==> config.mk <==
export PLATFORM = sky130hd
export DESIGN_NAME = bounded_double_ended_queue
export DESIGN_NICKNAME = d
export VERILOG_FILES = /design/src/rtl/bdq_pkg.sv /design/src/rtl/bdq_ctrl.sv /design/src/rtl/bdq_dp.sv /design/src/rtl/bounded_double_ended_queue.sv
export SDC_FILE = /design/constraint.sdc
export NUM_CORES = 1
export LEC_CHECK = 0
export ABC_AREA = 0
export BUFFER_PORTS_ARGS = -buffer_cell sky130_fd_sc_hd__buf_2
export CORE_AREA = 2 2 267 269
export CTS_BUF_LIST = sky130_fd_sc_hd__clkbuf_4 sky130_fd_sc_hd__clkbuf_8
export CTS_CLUSTER_SIZE = 24
export DETAILED_ROUTE_END_ITERATION = 16
export DIE_AREA = 0 0 269 271
export HOLD_SLACK_MARGIN = 0.03
export PLACE_DENSITY_LB_ADDON = 0.05
export REMOVE_ABC_BUFFERS = 1
export SLEW_MARGIN = 30
export SYNTH_ARGS = -nofsm -noshare
export SYNTH_HDL_FRONTEND = slang
export SYNTH_SLANG_ARGS = --single-unit
==> constraint.sdc <==
create_clock -name clk -period 4.5 [get_ports clk]
set_input_delay 0.45 -clock clk [delete_from_list [all_inputs] [get_ports clk]]
set_output_delay 0.45 -clock clk [all_outputs]
set_load 0.005 [all_outputs]
==> src/rtl/bdq_pkg.sv <==
`default_nettype none
// ----------------------------------------------------------------------------
// bdq_pkg
// Shared types and constants for the bounded double-ended queue.
// ----------------------------------------------------------------------------
package bdq_pkg;

	localparam int          DEPTH_DEF = 16;
	localparam int          CW        = 5;
	localparam logic [CW-1:0] CAP_RESET = 5'd16;

	localparam logic [2:0] OP_NONE      = 3'd0;
	localparam logic [2:0] OP_INS_FRONT = 3'd1;
	localparam logic [2:0] OP_INS_BACK  = 3'd2;
	localparam logic [2:0] OP_DEL_FRONT = 3'd3;
	localparam logic [2:0] OP_DEL_BACK  = 3'd4;

	typedef struct packed {
		logic [2:0]         op;
		logic signed [31:0] value;
	} req_t;

	typedef struct packed {
		logic               success;
		logic signed [31:0] front_value;
		logic signed [31:0] rear_value;
		logic               is_empty;
		logic               is_full;
		logic [CW-1:0]      occupancy;
	} rsp_t;

	typedef struct packed {
		logic exec;
		logic rd;
		logic load;
	} cmd_t;

endpackage
`default_nettype wire

==> src/rtl/bdq_ctrl.sv <==
`default_nettype none
// ----------------------------------------------------------------------------
// bdq_ctrl
// Sequencer: accept request, read front and rear slots, load response.
// ----------------------------------------------------------------------------
module bdq_ctrl
	import bdq_pkg::*;
(
	input  wire  clk,
	input  wire  arst_n,
	input  wire  req_valid,
	output logic req_ready,
	output logic rsp_valid,
	input  wire  rsp_ready,
	output cmd_t cmd
);

	localparam logic [1:0] S_IDLE = 2'd0;
	localparam logic [1:0] S_RD   = 2'd1;
	localparam logic [1:0] S_LD   = 2'd2;

	logic [1:0] state_q;
	logic       rsp_valid_q;
	logic       out_free;

	assign out_free  = !rsp_valid_q || rsp_ready;
	assign req_ready = (state_q == S_IDLE);
	assign rsp_valid = rsp_valid_q;

	always_comb begin
		cmd.exec = req_valid && req_ready;
		cmd.rd   = (state_q == S_RD);
		cmd.load = (state_q == S_LD) && out_free;
	end

	always_ff @(posedge clk or negedge arst_n) begin
		if (!arst_n) begin
			state_q <= S_IDLE;
		end else begin
			unique case (state_q)
				S_IDLE: begin
					if (req_valid) state_q <= S_RD;
				end
				S_RD: begin
					state_q <= S_LD;
				end
				S_LD: begin
					if (out_free) state_q <= S_IDLE;
				end
				default: begin
					state_q <= S_IDLE;
				end
			endcase
		end
	end

	always_ff @(posedge clk or negedge arst_n) begin
		if (!arst_n) begin
			rsp_valid_q <= 1'b0;
		end else if (cmd.load) begin
			rsp_valid_q <= 1'b1;
		end else if (rsp_ready) begin
			rsp_valid_q <= 1'b0;
		end
	end

endmodule
`default_nettype wire

==> src/rtl/bdq_dp.sv <==
`default_nettype none
// ----------------------------------------------------------------------------
// bdq_dp
// Ring buffer datapath: slot memory, head/tail/count, capacity, response reg.
// ----------------------------------------------------------------------------
module bdq_dp
	import bdq_pkg::*;
#(
	parameter int DEPTH = DEPTH_DEF
) (
	input  wire           clk,
	input  wire           arst_n,
	input  cmd_t          cmd,
	input  req_t          req,
	input  wire           cfg_we,
	input  wire  [CW-1:0] cfg_data,
	output rsp_t          rsp
);

	localparam int IW = (DEPTH > 1) ? $clog2(DEPTH) : 1;
	localparam logic [CW-1:0] DEPTH_SAT = (DEPTH > 31) ? 5'd31 : CW'(DEPTH);
	localparam logic [IW-1:0] LAST_IDX = IW'(DEPTH - 1);

	function automatic logic [IW-1:0] ring_inc(input logic [IW-1:0] i);
		return (i == LAST_IDX) ? '0 : i + 1'b1;
	endfunction

	function automatic logic [IW-1:0] ring_dec(input logic [IW-1:0] i);
		return (i == '0) ? LAST_IDX : i - 1'b1;
	endfunction

	logic [31:0]   mem [DEPTH];
	logic [IW-1:0] head_q, tail_q;
	logic [CW-1:0] count_q, cap_q, cap_eff;
	logic          success_q;
	logic [31:0]   front_q, rear_q;
	rsp_t          rsp_q;

	logic          can_ins, can_del, wr_en;
	logic [IW-1:0] wr_addr;

	assign cap_eff = (cap_q > DEPTH_SAT) ? DEPTH_SAT : cap_q;
	assign can_ins = (count_q < cap_eff);
	assign can_del = (count_q != '0);

	always_comb begin
		wr_en   = 1'b0;
		wr_addr = tail_q;
		if (cmd.exec && can_ins) begin
			if (req.op == OP_INS_FRONT) begin
				wr_en   = 1'b1;
				wr_addr = ring_dec(head_q);
			end else if (req.op == OP_INS_BACK) begin
				wr_en   = 1'b1;
			end
		end
	end

	always_ff @(posedge clk) begin
		if (wr_en) mem[wr_addr] <= req.value;
		if (cmd.rd) begin
			front_q <= mem[head_q];
			rear_q  <= mem[ring_dec(tail_q)];
		end
	end

	always_ff @(posedge clk or negedge arst_n) begin
		if (!arst_n) begin
			cap_q <= CAP_RESET;
		end else if (cfg_we) begin
			cap_q <= cfg_data;
		end
	end

	always_ff @(posedge clk or negedge arst_n) begin
		if (!arst_n) begin
			head_q    <= '0;
			tail_q    <= '0;
			count_q   <= '0;
			success_q <= 1'b0;
		end else if (cmd.exec) begin
			success_q <= 1'b0;
			unique case (req.op)
				OP_INS_FRONT: begin
					if (can_ins) begin
						head_q    <= ring_dec(head_q);
						count_q   <= count_q + 1'b1;
						success_q <= 1'b1;
					end
				end
				OP_INS_BACK: begin
					if (can_ins) begin
						tail_q    <= ring_inc(tail_q);
						count_q   <= count_q + 1'b1;
						success_q <= 1'b1;
					end
				end
				OP_DEL_FRONT: begin
					if (can_del) begin
						head_q    <= ring_inc(head_q);
						count_q   <= count_q - 1'b1;
						success_q <= 1'b1;
					end
				end
				OP_DEL_BACK: begin
					if (can_del) begin
						tail_q    <= ring_dec(tail_q);
						count_q   <= count_q - 1'b1;
						success_q <= 1'b1;
					end
				end
				default: begin
				end
			endcase
		end
	end

	always_ff @(posedge clk) begin
		if (cmd.load) begin
			rsp_q.success     <= success_q;
			rsp_q.front_value <= can_del ? front_q : '1;
			rsp_q.rear_value  <= can_del ? rear_q : '1;
			rsp_q.is_empty    <= !can_del;
			rsp_q.is_full     <= !can_ins;
			rsp_q.occupancy   <= count_q;
		end
	end

	assign rsp = rsp_q;

endmodule
`default_nettype wire

==> src/rtl/bounded_double_ended_queue.sv <==
`default_nettype none
// A response becomes valid once its request has passed the slot-read and
// load states; the load waits while an earlier response is not yet taken.
// No new request is accepted until the response register has been loaded.
// The response register holds a result while the next request is taken.
// Reset: head, tail and count clear, capacity returns to 16; slot memory
// is not cleared.
// ----------------------------------------------------------------------------
// bounded_double_ended_queue
// Circular deque of signed 32-bit values with configurable capacity.
// ----------------------------------------------------------------------------
module bounded_double_ended_queue
	import bdq_pkg::*;
#(
	parameter int DEPTH = DEPTH_DEF
) (
	input  wire           clk,
	input  wire           arst_n,
	input  wire           req_valid,
	output logic          req_ready,
	input  req_t          req,
	output logic          rsp_valid,
	input  wire           rsp_ready,
	output rsp_t          rsp,
	input  wire           cfg_valid,
	output logic          cfg_ready,
	input  wire  [CW-1:0] cfg_data
);

	cmd_t cmd;

	assign cfg_ready = 1'b1;

	bdq_ctrl u_ctrl (
		.clk       (clk),
		.arst_n    (arst_n),
		.req_valid (req_valid),
		.req_ready (req_ready),
		.rsp_valid (rsp_valid),
		.rsp_ready (rsp_ready),
		.cmd       (cmd)
	);

	bdq_dp #(
		.DEPTH (DEPTH)
	) u_dp (
		.clk      (clk),
		.arst_n   (arst_n),
		.cmd      (cmd),
		.req      (req),
		.cfg_we   (cfg_valid && cfg_ready),
		.cfg_data (cfg_data),
		.rsp      (rsp)
	);

`ifndef ASSERT_OFF
	a_empty_count: assert property (@(posedge clk) disable iff (!arst_n)
		rsp_valid |-> (rsp.is_empty == (rsp.occupancy == '0)))
		else $error("is_empty disagrees with occupancy");

	a_empty_values: assert property (@(posedge clk) disable iff (!arst_n)
		(rsp_valid && rsp.is_empty) |->
		(rsp.front_value == -32'sd1 && rsp.rear_value == -32'sd1))
		else $error("empty queue reports stored values");

	a_single_entry: assert property (@(posedge clk) disable iff (!arst_n)
		(rsp_valid && rsp.occupancy == 5'd1) |-> (rsp.front_value == rsp.rear_value))
		else $error("single entry has differing front and rear");

	a_one_in_flight: assert property (@(posedge clk) disable iff (!arst_n)
		(req_valid && req_ready) |=> !req_ready)
		else $error("request taken while previous one in progress");
`endif

endmodule
`default_nettype wire

Yosys cells after proc, flatten, opt, wreduce, memory -nomap -nowiden
Memory sizes are Yosys's and may differ from the RTL's. A register that Yosys moved wholly into a read port is not among the register bits.
Cells that the tools add are included.
{"block": "totals", "regBits": 94, "latchBits": 0, "ram_bits": 512, "rom_bits": 0, "in_bits": 45, "n_memories": 1}
{"memory": "u_dp.mem", "words": 16, "width": 32, "read_ports": 2, "rd_clocked_by_memory_dff": 2, "wr": 1, "line": "bdq_dp.sv:32", "text": "logic [31:0] mem [DEPTH];"}
{"block": "op_classes", "add_sub_neg": 6, "n_mul": 0, "div_mod_pow": 0, "magnitude_cmp": 2, "eq_ne": 16, "shifts": 0, "muxes": 29, "n_bitwise": 0, "reduce_logical": 21}
{"operator": "two-way mux 4 bit", "n": 10}
{"operator": "case mux 4 bit (2 select lines)", "n": 2}
{"operator": "two-way mux 5 bit", "n": 3}
{"operator": "!= test 2 x 1 -> 1 bit, second input constant", "n": 7}
{"operator": "AND reduction 4 bit", "n": 3}
{"operator": "case mux 5 bit (2 select lines)", "n": 1}
{"operator": "two-way mux 1 bit", "n": 9}
{"operator": "adder 4 x 1 -> 4 bit, second input constant", "n": 2}
{"operator": "== test 4 bit, second input constant", "n": 2}
{"operator": "logical NOT 4 bit", "n": 2}
{"operator": "nonzero test 2 bit", "n": 4}
{"operator": "subtractor 4 x 1 -> 4 bit, second input constant", "n": 2}
{"operator": "== test 3 x 2 -> 1 bit, second input constant", "n": 2}
{"operator": "case mux 2 bit (3 select lines)", "n": 1}
{"operator": "adder 5 x 1 -> 5 bit, second input constant", "n": 1}
{"operator": "> comparator 5 bit, second input constant", "n": 1}
{"operator": "less-than comparator 5 bit", "n": 1}
{"operator": "nonzero test 5 bit", "n": 1}
{"operator": "subtractor 5 x 1 -> 5 bit, second input constant", "n": 1}
{"operator": "two-way mux 2 bit", "n": 2}
{"operator": "OR reduction 2 bit", "n": 2}
{"operator": "== test 3 x 1 -> 1 bit, second input constant", "n": 1}
{"operator": "== test 3 bit, second input constant", "n": 1}
{"operator": "logical AND 1 bit", "n": 3}
{"operator": "8 further kinds", "n": 10}

Longest topological paths before layout
Gate-level depths: netlist of the first run.
{"block": "logic_depth", "depth_word": 7, "ltp_mapped": 11, "ltp_nobuf": 9}

Cells and area by module
A second synthesis of the first run with hierarchy kept.
{"block": "unflattened", "hier_cells": 1575, "area_unflattened_um2": 29483.3}
{"mod": "bdq_dp", "n_inst": 1, "cells_each": 1561, "area_per_inst_um2": 29339.4, "seq_area_each_um2": 19935.4}
{"mod": "bdq_ctrl", "n_inst": 1, "cells_each": 12, "area_per_inst_um2": 132.6, "seq_area_each_um2": 75.1}
{"mod": "bounded_double_ended_queue", "n_inst": 1, "cells_each": 2, "area_per_inst_um2": 11.3, "seq_area_each_um2": 0.0}

Worst setup path after synthesis of the first run
Ideal clock, no wire load.
{"block": "synth_timing", "path_kind": "input port to flip-flop", "from": "in rsp_ready", "to": "reg u_dp.rsp_q, in the netlist u_dp.rsp[0] (enable)", "setup_time_ns": 0.511, "arrival_ns": 3.785, "required_ns": 3.989, "slack_ns": 0.204, "path_stages": 2, "cell_sequence": "nand2b_1 > nor2b_1"}
{"item": "start: declaration", "line": "bounded_double_ended_queue.sv:23", "text": "input wire rsp_ready,"}
{"item": "end: declaration", "line": "bdq_dp.sv:37", "text": "rsp_t rsp_q;"}

Worst setup path in the final report of the first run
{"block": "layout_timing", "from": "reg u_dp.cap_q[4]", "to": "mem u_dp.mem[3][14] (enable)"}
{"block": "layout_via", "elab_chain_cells": 7}
{"item": "start: declaration", "line": "bdq_dp.sv:34", "text": "logic [CW-1:0] count_q, cap_q, cap_eff;"}
{"item": "start signal: assignment", "line": "bdq_dp.sv:71", "text": "cap_q <= cfg_data;"}
{"item": "> comparator 5 bit", "line": "bdq_dp.sv:42", "text": "assign cap_eff = (cap_q > DEPTH_SAT) ? DEPTH_SAT : cap_q;"}
{"item": "two-way mux 5 bit (*)", "line": "bdq_dp.sv:42"}
{"item": "less-than comparator 5 bit (*)", "line": "bdq_dp.sv:43", "text": "assign can_ins = (count_q < cap_eff);"}
{"item": "logical AND 1 bit (*)", "line": "bdq_dp.sv:49", "text": "if (cmd.exec && can_ins) begin"}
{"item": "two-way mux 1 bit", "line": "bdq_dp.sv:49"}
{"item": "two-way mux 1 bit", "line": "bdq_dp.sv:60", "text": "if (wr_en) mem[wr_addr] <= req.value;"}
{"item": "two-way mux 1 bit (implied by the code)", "line": "bdq_dp.sv:60"}
{"item": "end: declaration", "line": "bdq_dp.sv:32"}
Mark *: on every way between the ends. The rest lies on a longest branch, timed or not.

==> run metrics, run 1 <==
status=completed; Avg Inst Size Synth=19.1 µm²; pin count of the biggest net entering global routing=71; Synth top area share=0.666; max cap viols=0; WL/cell=29.6 µm; Max FO, Critical Path=14; clock sinks=670; # resized after CTS=0; Routed WL=81400 µm; leading area contributor after synthesis=edfxtp_1; Worst Setup Start Kind=register; total CTS buffers=113; die area=0.0729 mm²; core area=0.0698 mm²; Max Buffers Root-to-Sink=3; Placer Congestion=0.766; Worst VDD drop=0.728 mV; Syn. warnings=0; Syn Std Cell Area=0.0292 mm²; die width=269 µm; Slew Limit Fails=0; Worst Hold Slack=0.130 ns; final hold violations=0; initial antenna violation count=2; Tot Pwr=22.3 mW; drt initial violations=1573; Final nets=1775; fin crit share=0.816; CP endpoint kind=register; first-pass GRT wire length=119000 µm; Hold WC Path Type=in2reg; drt first pass iters=5; f_max=0.272 GHz; via/cell ratio=5.98; critical path class=reg2reg; global router's overall resource usage=0.227; clk slew on worst S/H paths=0.06 ns; htree depth=3; most instantiated cells after synthesis=648 x edfxtp_1, 223 x mux4_2, 92 x clkbuf_1, 64 x a22o_1, 57 x or2_2; Post-DP HPWL=45800 µm; dominant cells by area after synthesis=edfxtp_1 67%, mux4_2 17%, a22o_1 1.9%; worst skew pair latency=0.72 ns; Die Height=271 µm; vias in the first global route=16935; share of cells above drive strength 1=0.370; post-synthesis cell type count=65; Seq cells post-synth=670; # rows=97; commonest register cell after synthesis=edfxtp_1; normalized max-slew margin=0.374; drt drc=0; most common cell in the netlist=edfxtp_1; Critical Path AT=4.06 ns; via count=16415; final setup fails=0; Slew @ Worst Pin=0.937 ns; number of flops mapped to enable cells by yosys=648; Initial Utilization=0.419; sequential element share of the synthesized area=0.685; # IOs=120; Post-Syn Instances=1529; ANT nets after route=0; fraction of registers with async set/reset=0.0328; clk_skew=0.0438 ns; Root Driver=clkbuf_8; static leakage=11.1 nW; synthesis-to-finish area growth=14.9%; gr ovfl total=0; Worst EP required=4.89 ns; RSZ-0062 raised after global routing=no; R2R setup slack=0.83 ns; IO buf count=118; CTS tree=yes; crit path time final=3.67 ns; P per Cell Area=665 mW/mm²
placed cells by master, fill, tap and decap left out, types with 31 or more instances in the layout:
cell / Yosys / final
edfxtp_1: 648 / 648
mux4_2: 223 / 223
buf_2: 6 / 118
clkbuf_8: 0 / 115
a22o_1: 64 / 64
or2_2: 57 / 57
buf_4: 2 / 40
a221oi_1: 35 / 35
clkbuf_4: 0 / 35
and2_1: 35 / 34
clkinv_1: 0 / 34
a22oi_1: 32 / 32
o211ai_1: 32 / 32
o31ai_1: 33 / 31
and3_1: 32 / 31
cell families (layout without fill, tap and decap cells):
group,Yosys count,count (layout),share of synthesized area
other cells,1,6,0.000128
mux,240,240,0.178
xor+xnor,7,7,0.00210
simple gates,220,220,0.0430
compound gates,250,250,0.0671
fa+ha+maj,14,14,0.00625
buf+inv,127,399,0.0184
flops,670,670,0.685
stage by stage:
step | util | instance area, µm² | cells | setup TNS [ns] | setup slack (ns)
floorplan | - | 28700 | 1415 | -2093.86 | -4.01
global placement | 0.448 | 31300 | 2528 | 0 | 0.886
detailed placement | 0.448 | 31300 | 2528 | 0 | 0.847
CTS | 0.481 | 33500 | 2741 | 0 | 0.800
global route | 0.481 | 33600 | 2746 | 0 | 0.709
finish | 0.481 | 33600 | 2746 | 0 | 0.828
flip-flops by register name, indices dropped and copies added (netlist names):
signal and count:
u_ctrl.rsp_valid 1, u_ctrl.state_q 2, u_dp.cap_q 5, u_dp.count_q 5, u_dp.front_q 32, u_dp.head_q 4
u_dp.mem 512, u_dp.rear_q 32, u_dp.rsp 72, u_dp.success_q 1, u_dp.tail_q 4
per-layer routing:
| layer | GRT usage | routed length (µm) | share of wire | up-vias |
|---|---|---|---|---|
| met4 | 0.0611 | 1520 | 0.019 | 2 |
| li1 | - | - | - | 6875 |
| met3 | 0.0476 | 5740 | 0.071 | 106 |
| met2 | 0.364 | 39600 | 0.49 | 642 |
| met5 | 0 | 9 | 0.00011 | - |
| met1 | 0.314 | 34500 | 0.42 | 8790 |
layout make-up:
class                      instances  area [µm²]
antenna                            5        12.5
clock buffer                     150        1850
clock inverter                    50         280
fill                            5863       36200
inverter                          13        48.8
multi-input combinational        732        8890
sequential                       670       20000
tap                              940        1180
timing repair buffer             186        1290
worst max-delay path, stage by stage (launching register included):
cell and delay (ns):
dfstp_2 0.53, inv_1 0.08, nand2_1 0.08, ha_1 0.23, a21o_1 0.20, a21oi_1 0.29, nand4_1 0.29, or3_1 0.61
nor2_4 0.64, buf_4 0.36
report_power, final:
group	switching (mW)	internal, mW	leakage [nW]
registers	0.481	7.79	6.12
logic	5.00	3.89	3.88
clock network	2.43	2.76	1.12
total	7.90	14.4	11.1
repair_timing:
| action | 4_1_cts | 5_1_grt |
|---|---|---|
| hold endpoints to repair | 27 | 0 |
| hold buffers | 13 | 0 |
| buffers inserted | 0 | 0 |
final timing paths:
kind                                      from         endpoint  cells after the start
max in group asynchronous               arst_n   u_dp.head_q[2]                      2
worst min register to register  u_dp.success_q     u_dp.rsp[71]                      0
worst min-delay path                    req[1]   u_dp.mem[8][1]                      1
worst max-delay path             u_dp.cap_q[4]  u_dp.mem[3][14]                      9
worst max register to register   u_dp.cap_q[4]  u_dp.mem[3][14]                      9
min in group asynchronous               arst_n   u_dp.head_q[1]                      2
(Power assumes the default switching activity.)
==> inputs of run 2 (changes only) <==
Clock period 4.5 ns to 3.3 ns, I/O delays scaled along.
==> run metrics, run 2 (synthesis results as in run 1) <==
Worst Setup Start Kind=register; global router's overall resource usage=0.231; critical path class=reg2reg; gr ovfl total=0; clock sinks=670; max cap viols=0; final setup fails=0; Hold WC Path Type=in2async; worst-path cell chain=inv_1, nand2_1, ha_1, a21o_1, a21oi_1, nand4_1, or3_1, nor2_4, buf_12; RSZ-0062 raised after global routing=no; Worst R2R End=u_dp.mem[3][11]; synthesis-to-finish area growth=18.4%; max FFs per register=512; normalized max-slew margin=0.445; reg2reg start=u_dp.cap_q[4]; Critical Path End=u_dp.mem[3][11]; Largest Register=u_dp.mem; first-pass GRT wire length=121000 µm; worst skew pair latency=0.70 ns; Worst path max stage delay=0.63 ns; Critical Path AT=3.47 ns; WL/cell=29.2 µm; final core utilization=0.496; clk slew on worst S/H paths=0.06 ns; Max FO, Critical Path=19; drt initial violations=1572; # IOs=120; die width=269 µm; most frequent cells in the layout=648 x edfxtp_1, 223 x mux4_2, 118 x buf_2; pin count of the biggest net entering global routing=80; Root Driver=clkbuf_8; IO buf count=118; die area=0.0729 mm²; Worst EP required=3.68 ns; Die Height=271 µm; core area=0.0698 mm²; clk_skew=0.0296 ns; Worst VDD drop=0.558 mV; drt drc=0; Tot Pwr=31.4 mW; Setup crit start=u_dp.cap_q[4]; vias in the first global route=17641; Slew @ Worst Pin=0.816 ns; slowest CP cell=or3_1; total CTS buffers=113; htree depth=3; initial antenna violation count=4; fill cell count=5769; status=completed; # rows=97; via/cell ratio=5.95; final hold violations=0; P per Cell Area=908 mW/mm²; Final nets=1840; Max Buffers Root-to-Sink=3; Routed WL=82300 µm; crit path time final=3.09 ns; placed cell count=2554; Post-DP HPWL=47100 µm; static leakage=11.6 nW; via count=16750; share of cells above drive strength 1=0.381; Initial Utilization=0.419; fin crit share=0.938; Slew Limit Fails=0; ANT nets after route=0; R2R setup slack=0.21 ns; drt first pass iters=5; Layout Cells excl Fill=2817; CTS tree=yes; commonest non-fill, non-tap cell in the layout=edfxtp_1; Reg2Reg Depth=9; Placer Congestion=0.811; CP endpoint kind=register; f_max=0.323 GHz
[run 2: changes by cell type in the layout (fill, tap and decap cells not counted), sizes merged]
cell,delta
buf,+33
bufinv,+5
clkbuf,-8
clkinv,+9
diode,-1
dlygate4sd3,+32
inv,+1
[run 2: worst min path at each step]
stage,cells after the start,endpoint,slack [ns]
finish,2,u_dp.head_q[1],0.17
CTS,2,u_dp.cap_q[0],0.12
floorplan,0,u_ctrl.rsp_valid,0.03
global route,2,u_dp.count_q[0],0.18
detailed placement,1,u_dp.cap_q[0],0.35
global placement,1,u_dp.cap_q[2],0.35
[run 2: worst max-delay path, delay by kind of cell, from the launching register on]
kind                     cells  cell delay, ns
AO/OA/AOI/OAI                2            0.42
adder cells (fa/ha/maj)      1            0.24
flip-flops                   1            0.52
AND/OR/NAND/NOR              4            1.28
buffers and inverters        2            0.31
[run 2: final cells by class]
type	count	area [µm²]	area share
antenna	4	10.0	0.000289
inverter	13	48.8	0.00141
sequential	670	20000	0.579
tap	940	1180	0.0340
timing repair buffer	251	2170	0.0627
clock buffer	142	1780	0.0514
clock inverter	65	489	0.0141
multi-input combinational	732	8900	0.257
[run 2: routing by layer]
layer,wire length [µm],up-vias,track usage
met4,2110,2,0.0738
li1,-,7011,-
met5,8,-,0
met3,5680,144,0.0454
met1,35300,8901,0.322
met2,39200,692,0.366
[run 2: per-stage QoR]
step | area [µm²] | setup TNS (ns) | setup WS, ns | hold slack, ns
2_1_floorplan | 28700 | -2889.76 | -5.21 | 0.0344
3_3_place_gp | 31800 | 0 | 0.0221 | 0.355
3_5_place_dp | 31800 | 0 | 0.151 | 0.351
4_1_cts | 34500 | 0 | 0.136 | 0.116
5_1_grt | 34600 | 0 | 0.00977 | 0.177
6_report | 34600 | 0 | 0.206 | 0.171
[run 2: report_power, final]
part | switching (mW) | internal (mW)
Clock | 3.41 | 4.09
Sequential | 0.265 | 10.6
Combinational | 7.39 | 5.64
Total | 11.1 | 20.3
[run 2: timing repair]
action                                  CTS  global route
endpoints found under the setup margin    0            35
buffers inserted                          0             7
hold buffers                             45             0
hold endpoints to repair                541             0
gates resized for setup                   0             0
==> inputs of run 3 (changes only) <==
Settings changed: CORE_AREA 2 2 267 269 to 2 2 259 261, DIE_AREA 0 0 269 271 to 0 0 261 263, SYNTH_HIERARCHICAL set to 1.
==> run metrics, run 3 <==
Worst EP required=3.67 ns; global router's overall resource usage=0.235; Int Pwr=20.7 mW; Critical Path End=u_dp/mem[5][10]; CTS tree=yes; most frequent cells in the layout=648 x edfxtp_1, 223 x mux4_2, 118 x clkbuf_8, 118 x buf_2, 70 x mux2_2; P per Cell Area=909 mW/mm²; Initial Utilization=0.449; initial antenna violation count=3; normalized max-slew margin=0.360; number of flops mapped to enable cells by yosys=648; vias in the first global route=17906; most instantiated cells after synthesis=648 x edfxtp_1, 223 x mux4_2, 83 x clkbuf_1, 70 x a21oi_1, 70 x mux2_2; share of cells above drive strength 1=0.376; Max Buffers Root-to-Sink=3; synthesis-to-finish area growth=17.7%; Post-Syn Instances=1575; htree depth=3; clock sinks=670; leading area contributor after synthesis=edfxtp_1; clock power share=0.232; final hold violations=0; Seq cells post-synth=670; register area=0.0200 mm²; Syn. warnings=6; Critical Path AT=3.48 ns; dominant cells by area after synthesis=edfxtp_1 66%, mux4_2 17%, mux2_2 2.7%; Syn Std Cell Area=0.0295 mm²; final setup fails=0; Root Driver=clkbuf_8; fin crit share=0.942; crit path time final=3.11 ns; clk slew on worst S/H paths=0.06 ns; area of the multi-input gates=0.00918 mm²; Synth top area share=0.660; f_max=0.322 GHz; gr ovfl total=0; reg2reg start=u_dp/cap_q[4]; Setup crit start=u_dp/cap_q[4]; Hold WC Path Type=in2async; Post-CTS Setup Inserts=0; pin count of the biggest net entering global routing=99; Avg Inst Size Synth=18.7 µm²; Largest Register=u_dp/mem; sequential power share=0.350; Final nets=1881; first-pass GRT wire length=119000 µm; fill cell count=5256; drt first pass iters=7; static leakage=11.5 nW; WL/cell=28.7 µm; max cap viols=0; fraction of registers with async set/reset=0.0328; RSZ-0062 raised after global routing=no; max FFs per register=512; core area=0.0656 mm²; Worst VDD drop=0.867 mV; IO buf count=118; # IOs=120; via count=16965; Post-DP HPWL=46800 µm; commonest register cell after synthesis=edfxtp_1; Die Height=263 µm; ANT nets after route=0; Reg2Reg Depth=10; Slew @ Worst Pin=0.952 ns; critical path class=reg2reg; final core utilization=0.529; Worst Hold Slack=0.151 ns; die area=0.0686 mm²; Placer Congestion=0.781; most common cell in the netlist=edfxtp_1; Max FO, Critical Path=13; post-synthesis cell type count=61; sequential element share of the synthesized area=0.679; drt drc=0; drt initial violations=1747; Worst Setup Start Kind=register; Slew Limit Fails=0; total CTS buffers=111; # rows=94; Comb pwr share=0.418; Sw Share=0.344; clk_skew=0.0422 ns; CP endpoint kind=register; status=completed; R2R setup slack=0.19 ns; Net Sw Power=10.9 mW; die width=261 µm; Routed WL=79500 µm; Worst R2R End=u_dp/mem[5][10]; commonest non-fill, non-tap cell in the layout=edfxtp_1; via/cell ratio=6.11; worst skew pair latency=0.71 ns
## run 3: changes by cell type in the layout (fill, tap and decap cells not counted), sizes merged, moves of 28 or more
cell,before,now
or3,4,32
and2,36,5
o211ai,32,1
o31ai,33,3
a22oi,32,64
or2,64,3
nand3,5,64
nand2b,2,68
a221oi,35,3
a22o,64,33
a21oi,13,70
mux2,9,70
## run 3: worst min path at each step
stage	from	endpoint	slack, ns
4_1_cts	arst_n	u_dp/tail_q[3]	0.11
3_3_place_gp	arst_n	u_dp/cap_q[3]	0.34
6_report	arst_n	u_dp/count_q[4]	0.15
2_1_floorplan	arst_n	u_ctrl/rsp_valid	0.03
3_5_place_dp	arst_n	u_dp/cap_q[2]	0.35
5_1_grt	arst_n	u_dp/count_q[4]	0.19
## run 3: metrics by stage
stage | power [mW] | setup TNS [ns] | area (µm²) | setup WS [ns] | std cells
after floorplan | 18.8 | -2832.28 | 29000 | -5.64 | 1462
after global routing | 33.0 | 0 | 34700 | 0.0408 | 2775
after CTS | 31.9 | 0 | 34700 | 0.0267 | 2773
after global placement | 24.2 | -12.84 | 31900 | -0.130 | 2526
after detailed placement | 24.4 | -5.84 | 32000 | -0.0765 | 2528
final | 31.6 | 0 | 34700 | 0.190 | 2775
## run 3: cell type report
class / instances / share of cell area
sequential: 670 / 0.577
multi-input combinational: 780 / 0.264
timing repair buffer: 248 / 0.0622
clock buffer: 161 / 0.0561
tap: 864 / 0.0311
clock inverter: 38 / 0.00782
inverter: 12 / 0.00130
antenna: 2 / 0.000144
## run 3: power by group through the flow
| stage | sequential, mW | combinational, mW | clock [mW] |
|---|---|---|---|
| 2_1_floorplan | 11.6 | 7.15 | 0 |
| 3_3_place_gp | 11.2 | 13.0 | 0 |
| 3_5_place_dp | 11.2 | 13.2 | 0 |
| 4_1_cts | 11.0 | 13.3 | 7.56 |
| 5_1_grt | 11.1 | 14.0 | 7.90 |
| 6_report | 11.0 | 13.2 | 7.33 |
## run 3: layer usage
| metal | GRT usage | wire length, µm |
|---|---|---|
| met4 | 0.0653 | 1470 |
| met1 | 0.326 | 33800 |
| met5 | 0 | 11 |
| met3 | 0.0390 | 4910 |
| met2 | 0.387 | 39400 |
## run 3: kinds of logic (layout without fill, tap and decap cells)
logic type / Yosys count / in the layout / synth area share
flops: 670 / 670 / 0.679
mux: 300 / 300 / 0.199
simple gates: 246 / 246 / 0.0469
compound gates: 212 / 212 / 0.0492
buf+inv: 125 / 459 / 0.0175
fa+ha+maj: 13 / 13 / 0.00577
xor+xnor: 8 / 8 / 0.00238
other cells: 1 / 3 / 0.000127
## run 3: critical path, cell delays in order (launching register included)
cell and delay (ns):
dfstp_2 0.53, inv_1 0.05, nand2_1 0.07, ha_1 0.24, a21o_1 0.20, a211o_1 0.34
nor3b_1 0.21, buf_4 0.22, mux2_2 0.45, nor2_4 0.14, buf_4 0.32
## run 3: repair_timing
item	4_1_cts	5_1_grt
endpoints found under the setup margin	128	377
gates resized for setup	2	3
hold buffers	46	0
endpoints found under the hold margin	542	0
